`config.mk`:
```
export PLATFORM = sky130hd
export DESIGN_NAME = ikta_ctrl
export DESIGN_NICKNAME = d
export VERILOG_FILES = /design/src/rtl/core/ikta_pkg.sv /design/src/rtl/core/ikta_ctrl.sv
export SDC_FILE = /design/constraint.sdc
export NUM_CORES = 1
export LEC_CHECK = 0
export BUFFER_PORTS_ARGS = -buffer_cell sky130_fd_sc_hd__buf_2
export CORE_MARGIN = 8
export CORE_UTILIZATION = 30
export CTS_BUF_LIST = sky130_fd_sc_hd__clkbuf_8
export DETAILED_ROUTE_END_ITERATION = 16
export GPL_TIMING_DRIVEN = 0
export PLACE_DENSITY_LB_ADDON = 0.2
export SETUP_SLACK_MARGIN = 0.2
export SLEW_MARGIN = 20
export SYNTH_ARGS = -nofsm -noshare
export SYNTH_HDL_FRONTEND = slang
export SYNTH_SLANG_ARGS = --single-unit
export TNS_END_PERCENT = 20
```
`constraint.sdc`:
```
create_clock -name clk -period 1.7 [get_ports clk]
set_clock_uncertainty 0.15 [all_clocks]
set_input_delay 0.34 -clock clk [delete_from_list [all_inputs] [get_ports clk]]
set_output_delay 0.34 -clock clk [all_outputs]
set_load 0.01 [all_outputs]
```
`src/rtl/core/ikta_pkg.sv`:
```
// ikta_pkg: shared constants, operation codes, controller states and the
// command/status bundles between the argmin table controller and datapath.
// No dependencies.
`default_nettype none

package ikta_pkg;

  // field widths
  localparam int unsigned MODE_W  = 3;
  localparam int unsigned INDEX_W = 8;
  localparam int unsigned KEY_W   = 17;
  localparam int unsigned COUNT_W = 9;

  // table sizing defaults
  localparam int unsigned MAX_ENTRIES_DEF = 256;
  localparam int unsigned COUNT_CAP       = 511;

  // empty key, 2.0 in unsigned Q2.15
  localparam logic [KEY_W-1:0]   KEY_EMPTY     = 17'h10000;
  localparam logic [COUNT_W-1:0] ENTRIES_RESET = 9'd256;

  // register file
  localparam int unsigned APB_ADDR_W = 3;
  localparam int unsigned APB_DATA_W = 32;
  localparam logic        REG_ENTRIES = 1'b0;

  // operation codes
  typedef enum logic [MODE_W-1:0] {
    MODE_INSERT   = 3'd0,
    MODE_UPDATE   = 3'd1,
    MODE_REMOVE   = 3'd2,
    MODE_CLEAR    = 3'd3,
    MODE_FIND_MIN = 3'd4,
    MODE_QUERY    = 3'd5
  } mode_t;

  // controller states
  typedef enum logic [3:0] {
    ST_CLEAR,
    ST_IDLE,
    ST_READ,
    ST_WRITE,
    ST_WIPE,
    ST_SCAN,
    ST_DRAIN,
    ST_REDUCE,
    ST_DONE
  } state_t;

  // controller to datapath
  typedef struct packed {
    logic capture;
    logic rd_item;
    logic wr_item;
    logic clr_run;
    logic scan_run;
    logic reduce;
    logic out_load;
  } cmd_t;

  // datapath to controller
  typedef struct packed {
    logic [MODE_W-1:0] in_mode;
    logic              clr_last;
    logic              scan_last;
  } stat_t;

endpackage

`default_nettype wire

```
`src/rtl/core/ikta_ctrl.sv`:
```
// ikta_ctrl: sequencer for table operations, clearing sweeps and the
// find-minimum scan; owns the channel handshakes. Depends on ikta_pkg.
`default_nettype none

module ikta_ctrl (
  input  wire logic           clk,
  input  wire logic           rst,
  input  wire logic           in_valid,
  output logic                in_stall,
  output logic                out_valid,
  input  wire logic           out_stall,
  input  wire logic           cfg_wr,
  input  wire ikta_pkg::stat_t stat,
  output ikta_pkg::cmd_t      cmd
);

  ikta_pkg::state_t state, state_next;
  logic             out_valid_next;
  logic             accept;

  assign accept = (state == ikta_pkg::ST_IDLE) && in_valid && !cfg_wr;

  // state register
  always_ff @(posedge clk) begin
    if (rst) begin
      state     <= ikta_pkg::ST_CLEAR;
      out_valid <= 1'b0;
    end else begin
      state     <= state_next;
      out_valid <= out_valid_next;
    end
  end

  // next state
  always_comb begin
    state_next = state;
    if (cfg_wr) begin
      state_next = ikta_pkg::ST_CLEAR;
    end else begin
      case (state)
        ikta_pkg::ST_CLEAR: begin
          if (stat.clr_last) state_next = ikta_pkg::ST_IDLE;
        end
        ikta_pkg::ST_IDLE: begin
          if (in_valid) begin
            case (stat.in_mode)
              ikta_pkg::MODE_INSERT,
              ikta_pkg::MODE_UPDATE,
              ikta_pkg::MODE_REMOVE,
              ikta_pkg::MODE_QUERY:    state_next = ikta_pkg::ST_READ;
              ikta_pkg::MODE_CLEAR:    state_next = ikta_pkg::ST_WIPE;
              ikta_pkg::MODE_FIND_MIN: state_next = ikta_pkg::ST_SCAN;
              default:                 state_next = ikta_pkg::ST_DONE;
            endcase
          end
        end
        ikta_pkg::ST_READ:   state_next = ikta_pkg::ST_WRITE;
        ikta_pkg::ST_WRITE:  state_next = ikta_pkg::ST_DONE;
        ikta_pkg::ST_WIPE: begin
          if (stat.clr_last) state_next = ikta_pkg::ST_DONE;
        end
        ikta_pkg::ST_SCAN: begin
          if (stat.scan_last) state_next = ikta_pkg::ST_DRAIN;
        end
        ikta_pkg::ST_DRAIN:  state_next = ikta_pkg::ST_REDUCE;
        ikta_pkg::ST_REDUCE: state_next = ikta_pkg::ST_DONE;
        ikta_pkg::ST_DONE: begin
          if (!out_valid || !out_stall) state_next = ikta_pkg::ST_IDLE;
        end
        default: state_next = ikta_pkg::ST_CLEAR;
      endcase
    end
  end

  // outputs
  always_comb begin
    in_stall     = (state != ikta_pkg::ST_IDLE) || cfg_wr;
    cmd.capture  = accept;
    cmd.rd_item  = (state == ikta_pkg::ST_READ);
    cmd.wr_item  = (state == ikta_pkg::ST_WRITE);
    cmd.clr_run  = ((state == ikta_pkg::ST_CLEAR) || (state == ikta_pkg::ST_WIPE)) && !cfg_wr;
    cmd.scan_run = (state == ikta_pkg::ST_SCAN);
    cmd.reduce   = (state == ikta_pkg::ST_REDUCE);
    cmd.out_load = (state == ikta_pkg::ST_DONE) && (!out_valid || !out_stall);

    // output slot: filled on load, emptied when taken
    out_valid_next = out_valid;
    if (cmd.out_load) begin
      out_valid_next = 1'b1;
    end else if (!out_stall) begin
      out_valid_next = 1'b0;
    end
  end

endmodule

`default_nettype wire

```
# --- Yosys cells after proc, flatten, opt, wreduce, memory -nomap -nowiden ---
# Cells that the tools add are included.
word_totals:
  out_inout_bits: 9
  register_bits: 5
op_classes:
  eq_ne: 20
  muxes: 9
  n_reduce_logical: 16
op_table:
  columns: ["operator", "n"]
  rows:
  - ["$pmux W4 S8", 1]
  - ["$mux W4", 5]
  - ["$eq A4 B3 Y1 const B", 4]
  - ["$pmux W4 S3", 1]
  - ["$ne A2 B2 Y1 const B", 5]
  - ["$eq A4 B2 Y1 const B", 2]
  - ["$eq A3 B2 Y1 const B", 2]
  - ["$eq A3 B3 Y1 const B", 2]
  - ["$reduce_and A5 Y1", 1]
  - ["$eq A4 B1 Y1 const B", 1]
  - ["$eq A4 B4 Y1 const B", 1]
  - ["$logic_and A1 B1 Y1", 4]
  - ["$logic_not A4 Y1", 1]
  - ["$ne A4 B1 Y1 const B", 1]
  - ["$reduce_or A2 Y1", 2]
  - ["$reduce_or A4 Y1", 1]
  - ["$eq A3 B1 Y1 const B", 1]
  - ["$logic_not A1 Y1", 3]
  - ["$logic_not A3 Y1", 1]
  - ["$logic_or A1 B1 Y1", 3]
  - ["$mux W1", 2]
  - ["$ne A2 B1 Y1 const B", 1]

# --- Depth between registers and ports, before layout ---
logic_depth:
  word_depth: 5
  ltp_mapped: 5

# --- Worst setup path before layout ---
# Ideal clock, no wire load.
synth_path:
  kind: "register to output"
  start: "register state[1]"
  end: "output cmd[6] in the netlist's numbering"
  arrival_time_ns: 1.019
  slack_ns: 0.191
  n_path_buf: 1
  stages_incl_launch_ff: 5
  path_cell_list: "dfxtp_1 -> or2_1 -> nor2_1 -> and3_1 -> buf_4"
synth_via:
  elab_chain_len: 3
synth_lines:
  columns: ["item", "line", "rtl"]
  rows:
  - ["from (decl)", "ikta_ctrl.sv:17", "ikta_pkg::state_t state, state_next;"]
  - ["from (signal assigned)", "ikta_ctrl.sv:26", "state <= ikta_pkg::ST_CLEAR;"]
  - ["from (signal assigned)", "ikta_ctrl.sv:29", "state <= state_next;"]
  - ["$eq A4 B1 Y1", "ikta_ctrl.sv:21", "assign accept = (state == ikta_pkg::ST_IDLE) && in_valid && !cfg_wr;"]
  - ["$logic_and A1 B1 Y1 (2 in a row)", "ikta_ctrl.sv:21", null]
  - ["to (decl)", "ikta_ctrl.sv:14", "output ikta_pkg::cmd_t cmd"]
# No other way between the ends.

# --- Final worst setup path ---
layout_path:
  start: "register state[3]"
  end: "output cmd[6] in the netlist's numbering"
# Same word-level chain as after synthesis.

==> metrics list <==
- Outcome: finished with violations
- The final reports fail on setup timing.
- Worst EP arrival: 1240 ps
* Portion of synthesized cell area occupied by the leading cell type: 0.236
- The net count of the finished layout is 96.
- Num ports: 19
* Global routing's busiest layer: met2
* End point of the critical path: cmd[6]
- Total negative slack: -45.3 ps
- Beginning of the worst register-to-register path: state[2]
- Worst IR Drop VDD: 665 µV
* Post-detail-place hpwl: 847 µm
* Category of the worst setup path launch point: flop
- Setup Crit Path Kind: flop to output pin
* Total via count in the routed design: 473
- GRT overflow: 0
* Fin crit period: 1730 ps
- Number of maximum-capacitance constraint violations: 0
- Final RePlAce weighted congestion: 0.792
* Min setup slack post-route: -30.3 ps
- Maximum number of pins on one net before global-route repair: 8
- For met2 alone, demand over resource in global routing was 0.148.
- Core Footprint: 1320 µm²
* Peak per-stage delay on the critical path: 340 ps
- Achievable clock frequency: 578 MHz
- The cell area that synthesis handed to floorplanning was 424 µm².
- The first global-routing pass estimated 1.97 mm of wire.
* Initial antenna violation count: 0
- The worst hold path belongs to the class primary input to flop.
* Share of cells above drive strength 1: 0.600
* TritonCTS clock tree: built
- Buffers inserted during clock tree synthesis total 3.
- Cell area reported after detailed placement: 536 µm²
* DIE HEIGHT: 53.6 µm
* Final non-filler cell total: 100
- In the routed design, unresolved DRC markers number 0.
- Mean cell area of the mapped netlist: 7.71 µm²
- Top flip-flop cell by instance count after synthesis: dfxtp_1
* First-pass iteration count of the detailed router: 4
- Max-slew headroom at the worst pin: 0.803
- Worst Max-Slew Pin Slew: 294 ps
- Yosys mapped the design onto 27 distinct sky130hd cell types.
- The first routing iteration left 4 violations.
* Capture point of the worst reg-to-reg path: state[3]
- Dominant cell by count in the synthesized netlist: nand2_1
* Total area of multi-input combinational cells: 340 µm²
- Synthesized net count: 65
* Post-synthesis register bit count: 5
- CTS built an H-tree with a depth of 1.
- The number of antenna diodes in the final layout is 0.
* Final period utilization: 1.02
* Site Rows: 13
- Counting flops with an async set or reset pin after synthesis yields a share of 0.
- Clock latency of the later-clocked register in the worst-skew pair: 220 ps
* Maximum buffer depth of the clock tree: 2
* Total detailed-routing wirelength: 1.20 mm
* Relative area change from synthesis to final layout: 70.2%
- In the final routed layout, each cell accounts on average for 12.0 µm.
* Top cell type by total area after synthesis: dfxtp_1
- Cell Count Post-Placement: 88
- The max-slew violation total from the final report came to 0.
* Sequential cell area fraction in the yosys report: 0.236
- Root Driver: clkbuf_8
- The number of global-route vias before repair was 482.
* Port Buffers: 18
* Die width: 53.6 µm
* Unrepaired setup endpoints after global routing: true
* R2R cell count: 6
- Once detail routing completed, the nets flagged for antenna violations numbered 0.
- The slowest stage of the critical path is the dfxtp_2 cell.
* Die footprint: 2870 µm²
- Walking the worst path, the cells encountered are or2_4 > nor2_4 > and3_1 > buf_4 > buf_6.
- Dividing the detail-routed via count by the number of cells gives 4.73.
- Worst-path fanout max: 6
* Final setup fails: 3
* Leakage power: 0.323 nW
- Req. time, crit path: 1210 ps
- Number of hold violations in the final report: 0
- Number of enable flip-flop cells after synthesis: 0
* Clock-pin slew on the worst setup and hold paths: 30 ps
- Prior to clock tree synthesis, the placed netlist has a worst setup slack of 21.5 ps.
* Fraction of the core area covered by cells at the end of the flow: 0.548
* Met1 track demand over resource in global routing: 0.105
- Synth top area cells: dfxtp_1, nand2b_1, nand2_1
- Initial cell density of the core: 0.322
- Yosys warning count: 0
- For met3 alone, demand over resource in global routing was 0.0441.
- Across every metal layer, demand over resource in global routing totals 0.0914.
- Across the whole layout, storage elements account for 108 µm².
* Gate Count Post-Synth: 55
- Non-Filler Cell Area, Final: 722 µm²
* Ranking of synthesized cells by instance count: nand2_1, dfxtp_1, nor2_1
* Count of fill cells added during filler insertion: 134
* Sink Count: 5
- Register-to-register setup slack: -10 ps
- STA classifies the critical path endpoint as an output pin.
* Worst setup path startpoint: state[3]
* Power density over cell area: 577 nW/µm²
-- through the flow --
| step | power, mW | hold WS, ps |
|---|---|---|
| floorplan | 0.168 | 259 |
| global placement | 0.192 | 357 |
| detailed placement | 0.191 | 359 |
| CTS | 0.417 | 159 |
| global route | 0.440 | 170 |
| finish | 0.416 | 158 |
-- worst min path at each step --
stage	from	to	slack, ps	cells after the start
6_report	rst	out_valid	160	2
5_1_grt	rst	out_valid	170	2
4_1_cts	rst	out_valid	160	2
3_5_place_dp	out_valid	out_valid	360	2
3_3_place_gp	out_valid	out_valid	360	2
2_1_floorplan	rst	out_valid	260	1
-- flip-flops by register name (all words and copies together), names as in the netlist --
register,count
state,4
out_valid,1
-- cells in the final DEF (no fill, tap or decap), types with 2 or more instances in the layout --
cell type / n
nand2b_1: 4
dfxtp_2: 3
nor2_1: 4
buf_2: 15
nand3_1: 4
nand2_2: 2
a21oi_1: 2
buf_6: 6
nor3_2: 2
nor2b_1: 2
buf_4: 9
clkbuf_8: 3
o31ai_1: 3
nand2_1: 4
-- cell families (layout without fill, tap and decap cells) --
| logic type | count (synthesis) | after routing | share of synthesized area |
|---|---|---|---|
| compound gates | 14 | 14 | 0.268 |
| buf+inv | 4 | 34 | 0.0737 |
| flops | 5 | 5 | 0.236 |
| mux | 1 | 1 | 0.0354 |
| simple gates | 31 | 31 | 0.386 |
-- layout make-up --
type | count | area share
Sequential cell | 5 | 0.149
Timing Repair Buffer | 26 | 0.239
Clock buffer | 3 | 0.0572
Multi-Input combinational cell | 46 | 0.471
Clock inverter | 1 | 0.00520
Tap cell | 15 | 0.0260
Buffer | 4 | 0.0520
-- worst max-delay path, delay by kind of cell, from the launching register on --
kind	cells	cell delay (ps)
simple gates	3	490
flops	1	340
buf+inv	2	190
-- layer usage --
layer / up-vias / share of wire
met5: - / 0
li1: 253 / -
met4: 0 / 0.012
met2: 12 / 0.48
met3: 2 / 0.054
met1: 206 / 0.46
-- power by group --
group	switching (mW)	internal, mW
Sequential	0.00237	0.119
Combinational	0.0409	0.0455
Clock	0.0538	0.154
Total	0.0971	0.319
-- repair_timing --
action | 4_1_cts | 5_1_grt
setup buffers | 8 | 0
endpoints found under the setup margin | 11 | 11
hold buffers | 0 | 0
cloned | 0 | 0
pin swaps | 11 | 1
gates resized for setup | 16 | 5
(Power assumes the default switching activity.)
