File: src/rtl/core/ikta_pkg.sv
// ikta_pkg: shared constants, operation codes, controller states and the
// command/status bundles between the argmin table controller and datapath.
// No dependencies.
`default_nettype none

package ikta_pkg;

  // field widths
  localparam int unsigned MODE_W  = 3;
  localparam int unsigned INDEX_W = 8;
  localparam int unsigned KEY_W   = 17;
  localparam int unsigned COUNT_W = 9;

  // table sizing defaults
  localparam int unsigned MAX_ENTRIES_DEF = 256;
  localparam int unsigned COUNT_CAP       = 511;

  // empty key, 2.0 in unsigned Q2.15
  localparam logic [KEY_W-1:0]   KEY_EMPTY     = 17'h10000;
  localparam logic [COUNT_W-1:0] ENTRIES_RESET = 9'd256;

  // register file
  localparam int unsigned APB_ADDR_W = 3;
  localparam int unsigned APB_DATA_W = 32;
  localparam logic        REG_ENTRIES = 1'b0;

  // operation codes
  typedef enum logic [MODE_W-1:0] {
    MODE_INSERT   = 3'd0,
    MODE_UPDATE   = 3'd1,
    MODE_REMOVE   = 3'd2,
    MODE_CLEAR    = 3'd3,
    MODE_FIND_MIN = 3'd4,
    MODE_QUERY    = 3'd5
  } mode_t;

  // controller states
  typedef enum logic [3:0] {
    ST_CLEAR,
    ST_IDLE,
    ST_READ,
    ST_WRITE,
    ST_WIPE,
    ST_SCAN,
    ST_DRAIN,
    ST_REDUCE,
    ST_DONE
  } state_t;

  // controller to datapath
  typedef struct packed {
    logic capture;
    logic rd_item;
    logic wr_item;
    logic clr_run;
    logic scan_run;
    logic reduce;
    logic out_load;
  } cmd_t;

  // datapath to controller
  typedef struct packed {
    logic [MODE_W-1:0] in_mode;
    logic              clr_last;
    logic              scan_last;
  } stat_t;

endpackage

`default_nettype wire

File: src/rtl/core/ikta_regs.sv
// ikta_regs: APB register file holding the entry count register.
// Depends on ikta_pkg.
`default_nettype none

module ikta_regs (
  input  wire logic                                clk,
  input  wire logic                                rst,
  input  wire logic                                psel,
  input  wire logic                                penable,
  input  wire logic                                pwrite,
  input  wire logic [ikta_pkg::APB_ADDR_W-1:0]     paddr,
  input  wire logic [ikta_pkg::APB_DATA_W-1:0]     pwdata,
  output logic      [ikta_pkg::APB_DATA_W-1:0]     prdata,
  output logic                                     pready,
  output logic                                     cfg_wr,
  output logic      [ikta_pkg::COUNT_W-1:0]        entries
);

  // write decode, register select by word address
  assign pready = 1'b1;
  assign cfg_wr = psel & penable & pwrite & (paddr[2] == ikta_pkg::REG_ENTRIES);

  // entry count register
  always_ff @(posedge clk) begin
    if (rst) begin
      entries <= ikta_pkg::ENTRIES_RESET;
    end else if (cfg_wr) begin
      entries <= pwdata[ikta_pkg::COUNT_W-1:0];
    end
  end

  // read back
  always_comb begin
    prdata = '0;
    if (paddr[2] == ikta_pkg::REG_ENTRIES) begin
      prdata = ikta_pkg::APB_DATA_W'(entries);
    end
  end

endmodule

`default_nettype wire

File: config.mk
export PLATFORM = sky130hd
export DESIGN_NAME = ikta_regs
export DESIGN_NICKNAME = d
export VERILOG_FILES = /design/src/rtl/core/ikta_pkg.sv /design/src/rtl/core/ikta_regs.sv
export SDC_FILE = /design/constraint.sdc
export NUM_CORES = 1
export LEC_CHECK = 0
export BUFFER_PORTS_ARGS = -buffer_cell sky130_fd_sc_hd__buf_4
export CAP_MARGIN = 5
export CORE_UTILIZATION = 34
export DETAILED_ROUTE_END_ITERATION = 6
export GPL_TIMING_DRIVEN = 0
export PLACE_DENSITY = 0.85
export SLEW_MARGIN = 20
export SYNTH_ARGS = -nofsm -noshare
export SYNTH_HDL_FRONTEND = slang
export SYNTH_SLANG_ARGS = --single-unit
File: constraint.sdc
create_clock -name clk -period 1.7 [get_ports clk]
set_input_delay 0.085 -clock clk [delete_from_list [all_inputs] [get_ports clk]]
set_output_delay 0.085 -clock clk [all_outputs]
set_load 0.01 [all_outputs]
# After elaboration in Yosys (flattened, before gate mapping)
# Cells that the tools add are included.
# totals
register_bits	9
input_bits	40
out_inout_bits	43
wordCells	6
# classes
mux	1
n_bitwise	4
# op_table
cell	n
9-bit two-way mux	1
1-bit bitwise AND	3
1-bit inverter	1

# Longest topological paths before layout
# Gate-level depths: netlist of the first run.
# depth
depth_word	3
mapped_depth	3
depth_no_buf	2

# Least setup slack after synthesis of the first run
# OpenSTA, ideal clock, no wires.
# synth_path
path_kind	in2reg
start	input port paddr[2] in the netlist's numbering
end	register entries[0] in the netlist's numbering
setup_time_ps	72
arrival_time_ps	651
t_required_ps	1628
setup_slack_ps	978
cell_stages	3
n_path_buf	1
cell_sequence	and4b_1 -> buf_6 -> mux2i_1
# synth_between
elab_chain_cells	2
# synth_rtl
item	line	rtl
start, declared	ikta_regs.sv:11	input wire logic [ikta_pkg::APB_ADDR_W-1:0] paddr,
1-bit inverter	n/a	
1-bit bitwise AND	ikta_regs.sv:21	assign cfg_wr = psel & penable & pwrite & (paddr[2] == ikta_pkg::REG_ENTRIES);
via cfg_wr	ikta_regs.sv:15	output logic cfg_wr,
end signal, assigned	ikta_regs.sv:26	entries <= ikta_pkg::ENTRIES_RESET;
end signal, assigned	ikta_regs.sv:28	entries <= pwdata[ikta_pkg::COUNT_W-1:0];
end, declared	ikta_regs.sv:16	output logic [ikta_pkg::COUNT_W-1:0] entries
# The timed path passes the listed nets, and every way through them passes these cells.
# A chain may end at the register's enable or synchronous reset.

# Worst setup path after layout of the first run
# layout_path
start	register entries[6] in the netlist's numbering
end	output port prdata[6] in the netlist's numbering
# layout_between
elab_chain_cells	1
# layout_rtl
item	line	rtl
9-bit two-way mux	ikta_regs.sv:35	if (paddr[2] == ikta_pkg::REG_ENTRIES) begin
end, declared	ikta_regs.sv:13	output logic [ikta_pkg::APB_DATA_W-1:0] prdata,
# Every way passes these cells.

==> results of run 1 <==
## cell type report
| class | instances | area (um2) | share of cell area, % |
|---|---|---|---|
| clock buffers | 4 | 26.3 | 2.49 |
| multi-input cells | 61 | 377 | 35.6 |
| flip-flops and latches | 9 | 180 | 17.0 |
| well taps | 25 | 31.3 | 2.96 |
| repair buffers | 33 | 248 | 23.4 |
| plain buffers | 26 | 195 | 18.5 |
## worst min-delay path by stage
stage                              end  cells after the start       from
2_1_floorplan  entries[0]$_SDFFE_PP0P_                      2  pwdata[0]
4_1_cts        entries[8]$_SDFFE_PP1P_                      3  pwdata[8]
3_5_place_dp   entries[8]$_SDFFE_PP1P_                      3  pwdata[8]
5_1_grt        entries[5]$_SDFFE_PP0P_                      3  pwdata[5]
3_3_place_gp   entries[8]$_SDFFE_PP1P_                      3  pwdata[8]
6_report       entries[8]$_SDFFE_PP1P_                      3  pwdata[8]
## kinds of logic after synthesis
| family | count (synthesis) | share of synthesized area, % |
|---|---|---|
| and+or+nand+nor | 28 | 29.3 |
| DFF | 9 | 26.9 |
| muxes | 9 | 13.5 |
| other | 2 | 1.12 |
| buffers and inverters | 26 | 29.2 |
## layout by cell type, fill, tap and decap left out
cell type / instances
sky130_fd_sc_hd__nor2_1: 2
sky130_fd_sc_hd__clkbuf_4: 3
sky130_fd_sc_hd__buf_6: 1
sky130_fd_sc_hd__and2b_2: 9
sky130_fd_sc_hd__dfxtp_1: 9
sky130_fd_sc_hd__mux2i_1: 9
sky130_fd_sc_hd__and4b_1: 1
sky130_fd_sc_hd__nand2b_1: 16
sky130_fd_sc_hd__buf_4: 57
sky130_fd_sc_hd__conb_1: 24
sky130_fd_sc_hd__clkbuf_1: 2
## metal layers
layer	up-vias	track usage, %	wire length, um	share of wire [%]
met5	-	0	0	0
met1	242	14.1	528	39
li1	299	-	-	-
met3	0	4.71	196	14
met2	42	22.2	643	47
met4	0	3.53	0	0
## worst max-delay path, stage by stage, from the launching register on
cell                      delay [ns]
sky130_fd_sc_hd__dfxtp_1        0.32
sky130_fd_sc_hd__and2b_2        0.19
sky130_fd_sc_hd__buf_4          0.14
## metrics by stage
step / power [mW] / cell area [um2] / utilization, % / instances
finish: 0.525 / 1060 / 59.3 / 158
global route: 0.562 / 1060 / 59.3 / 158
global placement: 0.364 / 1030 / 57.8 / 154
floorplan: 0.319 / 752 / - / 96
detailed placement: 0.366 / 1030 / 57.8 / 154
CTS: 0.534 / 1060 / 59.3 / 158
## where the power goes
group | internal [mW] | switching [mW]
Clock | 0.0903 | 0.0729
Combinational | 0.0848 | 0.0588
Sequential | 0.216 | 0.00314
==> impl_metrics.py, run 1 <==
metrics = {
    "run_status": {
        "run_status": "completed",
    },
    "global_route": {
        "globalRoute.totalOverflow": 0,
        "grt_pass1_vias": 442,
        "initial_antenna_violation_count": 0,
        "grt_first_pass_wirelength_um": 1930,
        "track_usage_pct": 12.7,
        "grt_max_degree": 11,
    },
    "critical_path": {
        "path_max_fanout": 3,
        "timing.critical_path.from_type": "flop",
        "crit-reg2reg-capture": "entries[6]$_SDFFE_PP0P_",
        "crit_path_kind": "flop to output port",
        "worst_r2r_path_cells": 2,
        "critPathRequiredTime_ns": 1.62,
        "critPathCaptureType": "output port",
        "timing.critical_path.from": "entries[6]$_SDFFE_PP0P_",
        "crit_arrival_ns": 0.90,
        "r2r_setup_slack_ns": 1.09,
        "setup.worst_path.end": "prdata[6]",
        "worstReg2RegStart": "entries[6]$_SDFFE_PP0P_",
    },
    "sta": {
        "finalMaxSlewViolations": 0,
        "setup_viol": 0,
        "maxClockFrequency_ghz": 1.02,
        "finalHoldViolCount": 0,
        "period_share_pct": 58.0,
        "postLayoutSetupSlackWorst_ns": 0.715,
        "final_period_minus_worst_setup_slack_ns": 0.985,
        "fin_tns_setup_ns": 0,
        "unrepaired_setup_endpoints_after_global_routing": "no",
        "skew_ns": 0,
        "hold_ws_ns": 0.0919,
    },
    "synthesis": {
        "synth_area_um2": 669,
        "syn-mean-instance-area_um2": 9.05,
        "ys_async_sr_fraction_pct": 0,
        "synth.largest_area_cell": "sky130_fd_sc_hd__dfxtp_1",
        "syn-instance-count": 74,
        "synth_enable_flop_cells": 0,
        "post-synth-top-count-cell": "sky130_fd_sc_hd__buf_4",
        "ys_seq_elements": 9,
        "synth_cell_types": 10,
        "yosys_most_used_dff": "sky130_fd_sc_hd__dfxtp_1",
        "yosysTopAreaCellShare_pct": 26.9,
        "synth-seq-area-share_pct": 26.9,
        "yosys-top-cells-count": "sky130_fd_sc_hd__buf_4 (24), sky130_fd_sc_hd__nand2b_1 (16), sky130_fd_sc_hd__and2b_2 (9), sky130_fd_sc_hd__dfxtp_1 (9), sky130_fd_sc_hd__mux2i_1 (9)",
        "post_synth_main_area_contributors": "sky130_fd_sc_hd__dfxtp_1 (27%), sky130_fd_sc_hd__buf_4 (27%), sky130_fd_sc_hd__nand2b_1 (15%), sky130_fd_sc_hd__mux2i_1 (13%), sky130_fd_sc_hd__and2b_2 (12%)",
        "ys.warnings.count": 0,
    },
    "power": {
        "power.density_mw_per_mm2": 497,
        "power.ir.vdd_worst_uv": 407,
        "leakage_nw": 0.582,
    },
    "clock_network": {
        "clock_sinks": 9,
        "cts_resizes": 0,
        "cts_tree": "done",
        "cts_made_buffers": 3,
        "clkLatencyLatePin_ns": 0.25,
        "path_clk_slew_ns": 0.06,
        "clock_path_buffers": 2,
        "postCtsSetupBuffers": 0,
        "clockRootBuffer": "sky130_fd_sc_hd__clkbuf_4",
        "cts_hold_repair.buffers": 0,
        "htree_num_levels": 1,
    },
    "placement": {
        "routabilityCongestion": 0.570,
        "hpwl_um": 1110,
        "port_buffers": 33,
        "placement.setup.worst_slack_ns": 0.754,
    },
    "routing": {
        "dr.pass1.iters": 1,
        "avgRoutedWirePerCell_um": 8.66,
        "drc": 0,
        "dr_total_vias": 583,
        "routed_via_density": 3.69,
        "route.final.wire_length_um": 1370,
        "drtIter0Drc": 0,
        "drt.antenna.violating_nets": 0,
    },
    "die": {
        "die_width_um": 46.4,
        "die-area_mm2": 0.00215,
        "floorplan.initialDensity_pct": 37.5,
        "die_outline_height_um": 46.4,
        "rows": 15,
        "top_level_ports": 83,
        "core_area_mm2": 0.00178,
    },
    "final_layout": {
        "layout_top_registers": "entries: 9 flops",
        "fin_nets": 174,
        "regMostFlops": "entries",
        "post_route_cells_drive_above_1_share_pct": 52.6,
        "largest_register_ffs": 9,
        "relative_area_change_from_synthesis_to_final_layout_pct": 57.9,
        "fillers": 174,
        "antenna-diode-count": 0,
    },
    "job": {
        "cap_violations": 0,
    },
    "worst_hold_path": {
        "hold_path_class": "primary input to flop",
    },
}
(Power assumes the default switching activity.)
==> run 2, diff against run 1 <==
Settings changed: CORE_UTILIZATION 34 to 29, PLACE_DENSITY 0.85 to 0.77.
Clock period 1.7 ns to 0.9 ns, I/O delays scaled along.
==> run 2 against run 1 <==
Effect of this change: the run now ends with setup timing left; first-iteration DRC count is the same; worst setup slack lost 0.74 ns; clock-buffer cell count is the same; non-clock buffer count grew 9; routed wire length grew 9.6%; core utilization shrank 3.8 points; combinational power grew 110%; design area grew 15%; clock power grew 93%; total power grew 95%; final cell count grew 7.6%; largest cell class unchanged.
==> impl_metrics.py, run 2 (same netlist as run 1, synthesis figures left out) <==
metrics = {
    "power": {
        "power.share.switching_pct": 25.9,
        "power_switching_mw": 0.266,
        "combPwrFrac_pct": 29.1,
        "power.ir.vdd_worst_uv": 549,
        "leakage_nw": 0.649,
        "power.density_mw_per_mm2": 845,
        "share_clk_of_total_power_pct": 30.6,
        "seq_power_share_pct": 40.2,
        "internal_power_mw": 0.760,
        "totalPowerFinal_mw": 1.03,
    },
    "placement": {
        "routabilityCongestion": 0.656,
        "port_buffers": 33,
    },
    "critical_path": {
        "worst_r2r_path_cells": 3,
        "critPathCaptureType": "output port",
        "path_max_fanout": 2,
        "crit_arrival_ns": 0.88,
        "worst_path_max_delay_cell": "sky130_fd_sc_hd__dfxtp_2",
        "setup.worst_path.end": "prdata[6]",
        "critPathRequiredTime_ns": 0.85,
        "worstReg2RegStart": "entries[8]$_SDFFE_PP1P_",
        "crit-reg2reg-capture": "entries[8]$_SDFFE_PP1P_",
        "worst_path_largest_cell_delay_ns": 0.32,
        "r2r_setup_slack_ns": 0.18,
        "crit_chain": "and2b_2 > buf_6",
        "timing.critical_path.from_type": "flop",
        "crit_path_kind": "flop to output port",
        "timing.critical_path.from": "entries[6]$_SDFFE_PP0P_",
    },
    "sta": {
        "maxClockFrequency_ghz": 1.08,
        "finalMaxSlewViolations": 0,
        "setup_viol": 9,
        "period_share_pct": 103,
        "postLayoutSetupSlackWorst_ns": -0.0284,
        "finalHoldViolCount": 0,
        "skew_ns": 0,
        "final_period_minus_worst_setup_slack_ns": 0.928,
        "unrepaired_setup_endpoints_after_global_routing": "yes",
    },
    "clock_network": {
        "cts_made_buffers": 3,
        "clockRootBuffer": "sky130_fd_sc_hd__clkbuf_4",
        "cts_hold_repair.buffers": 0,
        "clock_sinks": 9,
        "path_clk_slew_ns": 0.06,
        "clkLatencyLatePin_ns": 0.25,
        "clock_path_buffers": 2,
        "htree_num_levels": 1,
        "cts_tree": "done",
    },
    "final_layout": {
        "antenna-diode-count": 0,
        "largest_register_ffs": 9,
        "layout_top_registers": "entries: 9 flops",
        "post_route_cells_drive_above_1_share_pct": 62.0,
        "final_core_util_pct": 55.5,
        "mostFrequentLayoutCell": "sky130_fd_sc_hd__buf_4",
        "regMostFlops": "entries",
        "most_frequent_cells_in_the_layout": "sky130_fd_sc_hd__buf_4 (46), sky130_fd_sc_hd__conb_1 (24), sky130_fd_sc_hd__buf_6 (21)",
        "fin_nets": 183,
        "fillers": 207,
        "relative_area_change_from_synthesis_to_final_layout_pct": 81.5,
    },
    "die": {
        "top_level_ports": 83,
        "die_width_um": 50.0,
        "core_area_mm2": 0.00219,
        "die-area_mm2": 0.00250,
        "die_outline_height_um": 50.0,
        "rows": 17,
        "floorplan.initialDensity_pct": 30.6,
    },
    "routing": {
        "dr_total_vias": 621,
        "routed_via_density": 3.65,
        "drc": 0,
        "drtIter0Drc": 0,
        "drt.antenna.violating_nets": 0,
        "dr.pass1.iters": 1,
        "avgRoutedWirePerCell_um": 8.82,
        "route.final.wire_length_um": 1500,
    },
    "global_route": {
        "initial_antenna_violation_count": 0,
        "track_usage_pct": 12.7,
        "grt_first_pass_wirelength_um": 2330,
        "globalRoute.totalOverflow": 0,
        "grt_pass1_vias": 573,
        "grt_max_degree": 11,
    },
    "run_status": {
        "run_status": "complete, but fails checks",
        "failed_checks": "setup timing",
    },
    "job": {
        "cap_violations": 0,
    },
    "worst_hold_path": {
        "hold_path_class": "primary input to flop",
    },
}
## run 2: cell count changes in the layout (fill, tap and decap cells not counted), sizes merged
cell  change
buf       +9
## run 2: layout make-up
class | instances | area [um2] | share of cell area (%)
plain buffers | 26 | 195 | 16.1
repair buffers | 42 | 390 | 32.1
multi-input cells | 61 | 377 | 31.0
clock buffers | 4 | 26.3 | 2.16
flip-flops and latches | 9 | 191 | 15.8
well taps | 28 | 35.0 | 2.88
## run 2: layer usage
layer | up-vias | track usage, % | share of wire, %
li1 | 318 | - | -
met3 | 0 | 4.63 | 8.6
met1 | 270 | 10.4 | 36
met5 | - | 0 | 0
met4 | 0 | 5.71 | 0
met2 | 33 | 25.8 | 55
## run 2: repair_timing
item                                   in CTS  in global routing
gates resized for setup                    18                 11
endpoints found under the hold margin       0                  0
setup buffers                               9                  0
gates cloned                                0                  0
setup endpoints to repair                   9                 18
## run 2: metrics by stage
| step | hold WS [ns] | setup TNS (ns) | instance area (um2) | std cells | worst slack, ns |
|---|---|---|---|---|---|
| 2_1_floorplan | 0.200 | 0 | 752 | 96 | 0.218 |
| 3_3_place_gp | 0.304 | 0 | 1030 | 157 | 0.0279 |
| 4_1_cts | 0.0386 | -0.277 | 1170 | 170 | -0.0354 |
| 6_report | 0.0435 | -0.201 | 1210 | 170 | -0.0284 |
| 3_5_place_dp | 0.321 | -0.0436 | 1030 | 157 | -0.0135 |
| 5_1_grt | 0.0294 | -0.548 | 1210 | 170 | -0.0758 |
## run 2: how the worst min path moves through the flow
stage | startpoint | to | cells after the start
floorplan | pwdata[0] | entries[0]$_SDFFE_PP0P_ | 2
global placement | pwdata[8] | entries[8]$_SDFFE_PP1P_ | 3
detailed placement | pwdata[8] | entries[8]$_SDFFE_PP1P_ | 3
CTS | pwdata[6] | entries[6]$_SDFFE_PP0P_ | 3
global route | pwdata[0] | entries[0]$_SDFFE_PP0P_ | 3
finish | pwdata[6] | entries[6]$_SDFFE_PP0P_ | 3
## run 2: critical path, delay by kind of cell (launching register included)
family,cells,cell delay [ns]
buf+inv,1,0.11
simple gates,1,0.19
flops,1,0.32
## run 2: power groups by stage
stage          sequential [mW]  clock, mW  combinational (mW)
6_report                 0.413      0.314               0.299
5_1_grt                  0.414      0.357               0.326
4_1_cts                  0.412      0.331               0.289
3_5_place_dp             0.422          0               0.268
3_3_place_gp             0.422          0               0.266
2_1_floorplan            0.426          0               0.177
==> run 3, diff against run 2 <==
Settings changed: CELL_PAD_IN_SITES_DETAIL_PLACEMENT set to 0, CELL_PAD_IN_SITES_GLOBAL_PLACEMENT set to 1, CORE_MARGIN set to 2, CORE_UTILIZATION 29 to 18, CTS_CLUSTER_DIAMETER set to 80, PLACE_DENSITY 0.77 to 0.76.
==> run 3 against run 2 <==
Effect of this change: the flow now finishes without violations; clock-buffer cell count unchanged; non-clock buffer count unchanged; total power increased by 14%; design area increased by 0.21%; fmax increased by 4.4%; core utilization decreased by 22 points; hold slack improved by 0.034 ns; first-iteration DRC count increased by 4.
==> impl_metrics.py, run 3 (same netlist as run 1, synthesis figures left out) <==
metrics = {
    "sta": {
        "setup_viol": 0,
        "skew_ns": 0,
        "maxClockFrequency_ghz": 1.12,
        "period_share_pct": 98.8,
        "finalHoldViolCount": 0,
        "finalMaxSlewViolations": 0,
        "final_period_minus_worst_setup_slack_ns": 0.890,
        "postLayoutSetupSlackWorst_ns": 0.0104,
        "unrepaired_setup_endpoints_after_global_routing": "yes",
        "fin_tns_setup_ns": 0,
    },
    "global_route": {
        "track_usage_pct": 8.66,
        "grt_pass1_vias": 621,
        "grt_max_degree": 11,
        "globalRoute.totalOverflow": 0,
        "initial_antenna_violation_count": 0,
        "grt_first_pass_wirelength_um": 2720,
    },
    "final_layout": {
        "mostFrequentLayoutCell": "sky130_fd_sc_hd__buf_4",
        "regMostFlops": "entries",
        "layout_top_registers": "entries: 9 flops",
        "post_route_cells_drive_above_1_share_pct": 62.0,
        "largest_register_ffs": 9,
        "antenna-diode-count": 0,
        "relative_area_change_from_synthesis_to_final_layout_pct": 81.9,
        "fin_nets": 183,
        "most_frequent_cells_in_the_layout": "sky130_fd_sc_hd__buf_4 (57), sky130_fd_sc_hd__conb_1 (24), sky130_fd_sc_hd__nand2b_1 (16)",
    },
    "die": {
        "top_level_ports": 83,
        "floorplan.initialDensity_pct": 18.6,
        "die-area_mm2": 0.00422,
        "core_area_mm2": 0.00361,
        "die_outline_height_um": 65.0,
        "rows": 22,
        "die_width_um": 65.0,
    },
    "critical_path": {
        "critPathCaptureType": "output port",
        "crit_arrival_ns": 0.84,
        "crit_path_kind": "flop to output port",
        "worst_r2r_path_cells": 3,
        "path_max_fanout": 2,
        "timing.critical_path.from_type": "flop",
        "critPathRequiredTime_ns": 0.85,
    },
    "power": {
        "totalPowerFinal_mw": 1.17,
        "power.density_mw_per_mm2": 963,
        "power.ir.vdd_worst_uv": 558,
        "leakage_nw": 0.648,
    },
    "clock_network": {
        "cts_tree": "done",
        "clock_sinks": 9,
        "path_clk_slew_ns": 0.05,
        "clockRootBuffer": "sky130_fd_sc_hd__clkbuf_8",
        "clkLatencyLatePin_ns": 0.23,
        "clock_path_buffers": 2,
        "htree_num_levels": 1,
        "cts_made_buffers": 3,
    },
    "routing": {
        "drt.antenna.violating_nets": 0,
        "drtIter0Drc": 4,
        "drc": 0,
        "route.final.wire_length_um": 1650,
        "routed_via_density": 3.24,
        "dr_total_vias": 616,
        "avgRoutedWirePerCell_um": 8.67,
        "dr.pass1.iters": 4,
    },
    "placement": {
        "hpwl_um": 1280,
        "routabilityCongestion": 0.597,
        "port_buffers": 33,
        "placement.setup.worst_slack_ns": -0.0134,
    },
    "job": {
        "cap_violations": 0,
    },
    "run_status": {
        "run_status": "completed",
    },
    "worst_hold_path": {
        "timing.hold.worst_path_depth": 3,
        "hold_path_class": "primary input to flop",
    },
}
run 3: what timing repair did:
item | 4_1_cts | 5_1_grt
pin swaps | 0 | 0
gates resized for setup | 18 | 0
buffers inserted | 9 | 0
gates cloned | 0 | 0
setup endpoints to repair | 9 | 9
hold buffers | 0 | 0
run 3: layer usage:
layer	up-vias	global-route usage [%]	wire, um
li1	316	-	-
met1	261	8.33	600
met2	37	16.1	836
met3	2	4.34	201
met4	0	2.39	8
met5	-	0	0
run 3: area by class of cell:
| cell class | count | area, um2 |
|---|---|---|
| timing repair buffer | 42 | 349 |
| clock buffer | 4 | 45.0 |
| sequential | 9 | 191 |
| multi-input combinational | 61 | 377 |
| buffer | 26 | 195 |
| tap | 48 | 60.1 |
| fill | 398 | 2390 |
run 3: per-stage QoR:
step	cells	hold WS [ns]	instance area (um2)	utilization, %
final	190	0.0776	1220	33.8
after global routing	190	0.0725	1220	33.8
after CTS	190	0.0686	1220	33.8
after detailed placement	177	0.313	1060	29.4
after global placement	177	0.311	1060	29.4
after floorplan	96	0.200	752	-
run 3: path summary, 6_finish.rpt:
| check | to | startpoint | slack (ns) |
|---|---|---|---|
| worst min register to register | entries[3]$_SDFFE_PP0P_ | entries[3]$_SDFFE_PP0P_ | 0.59 |
| worst min-delay path | entries[3]$_SDFFE_PP0P_ | pwdata[3] | 0.08 |
| worst max register to register | entries[8]$_SDFFE_PP1P_ | entries[8]$_SDFFE_PP1P_ | 0.19 |
| worst max-delay path | prdata[5] | entries[5]$_SDFFE_PP0P_ | 0.01 |
run 3: critical path, cell delays in order, from the launching register on:
cell                      delay [ns]
sky130_fd_sc_hd__dfxtp_2        0.31
sky130_fd_sc_hd__and2b_2        0.19
sky130_fd_sc_hd__buf_6          0.11
run 3: where the power goes:
group	total (mW)	internal [mW]	leakage, nW	switching, mW
clock network	0.466	0.309	0.0228	0.157
registers	0.414	0.410	0.0763	0.00397
logic	0.292	0.175	0.549	0.118
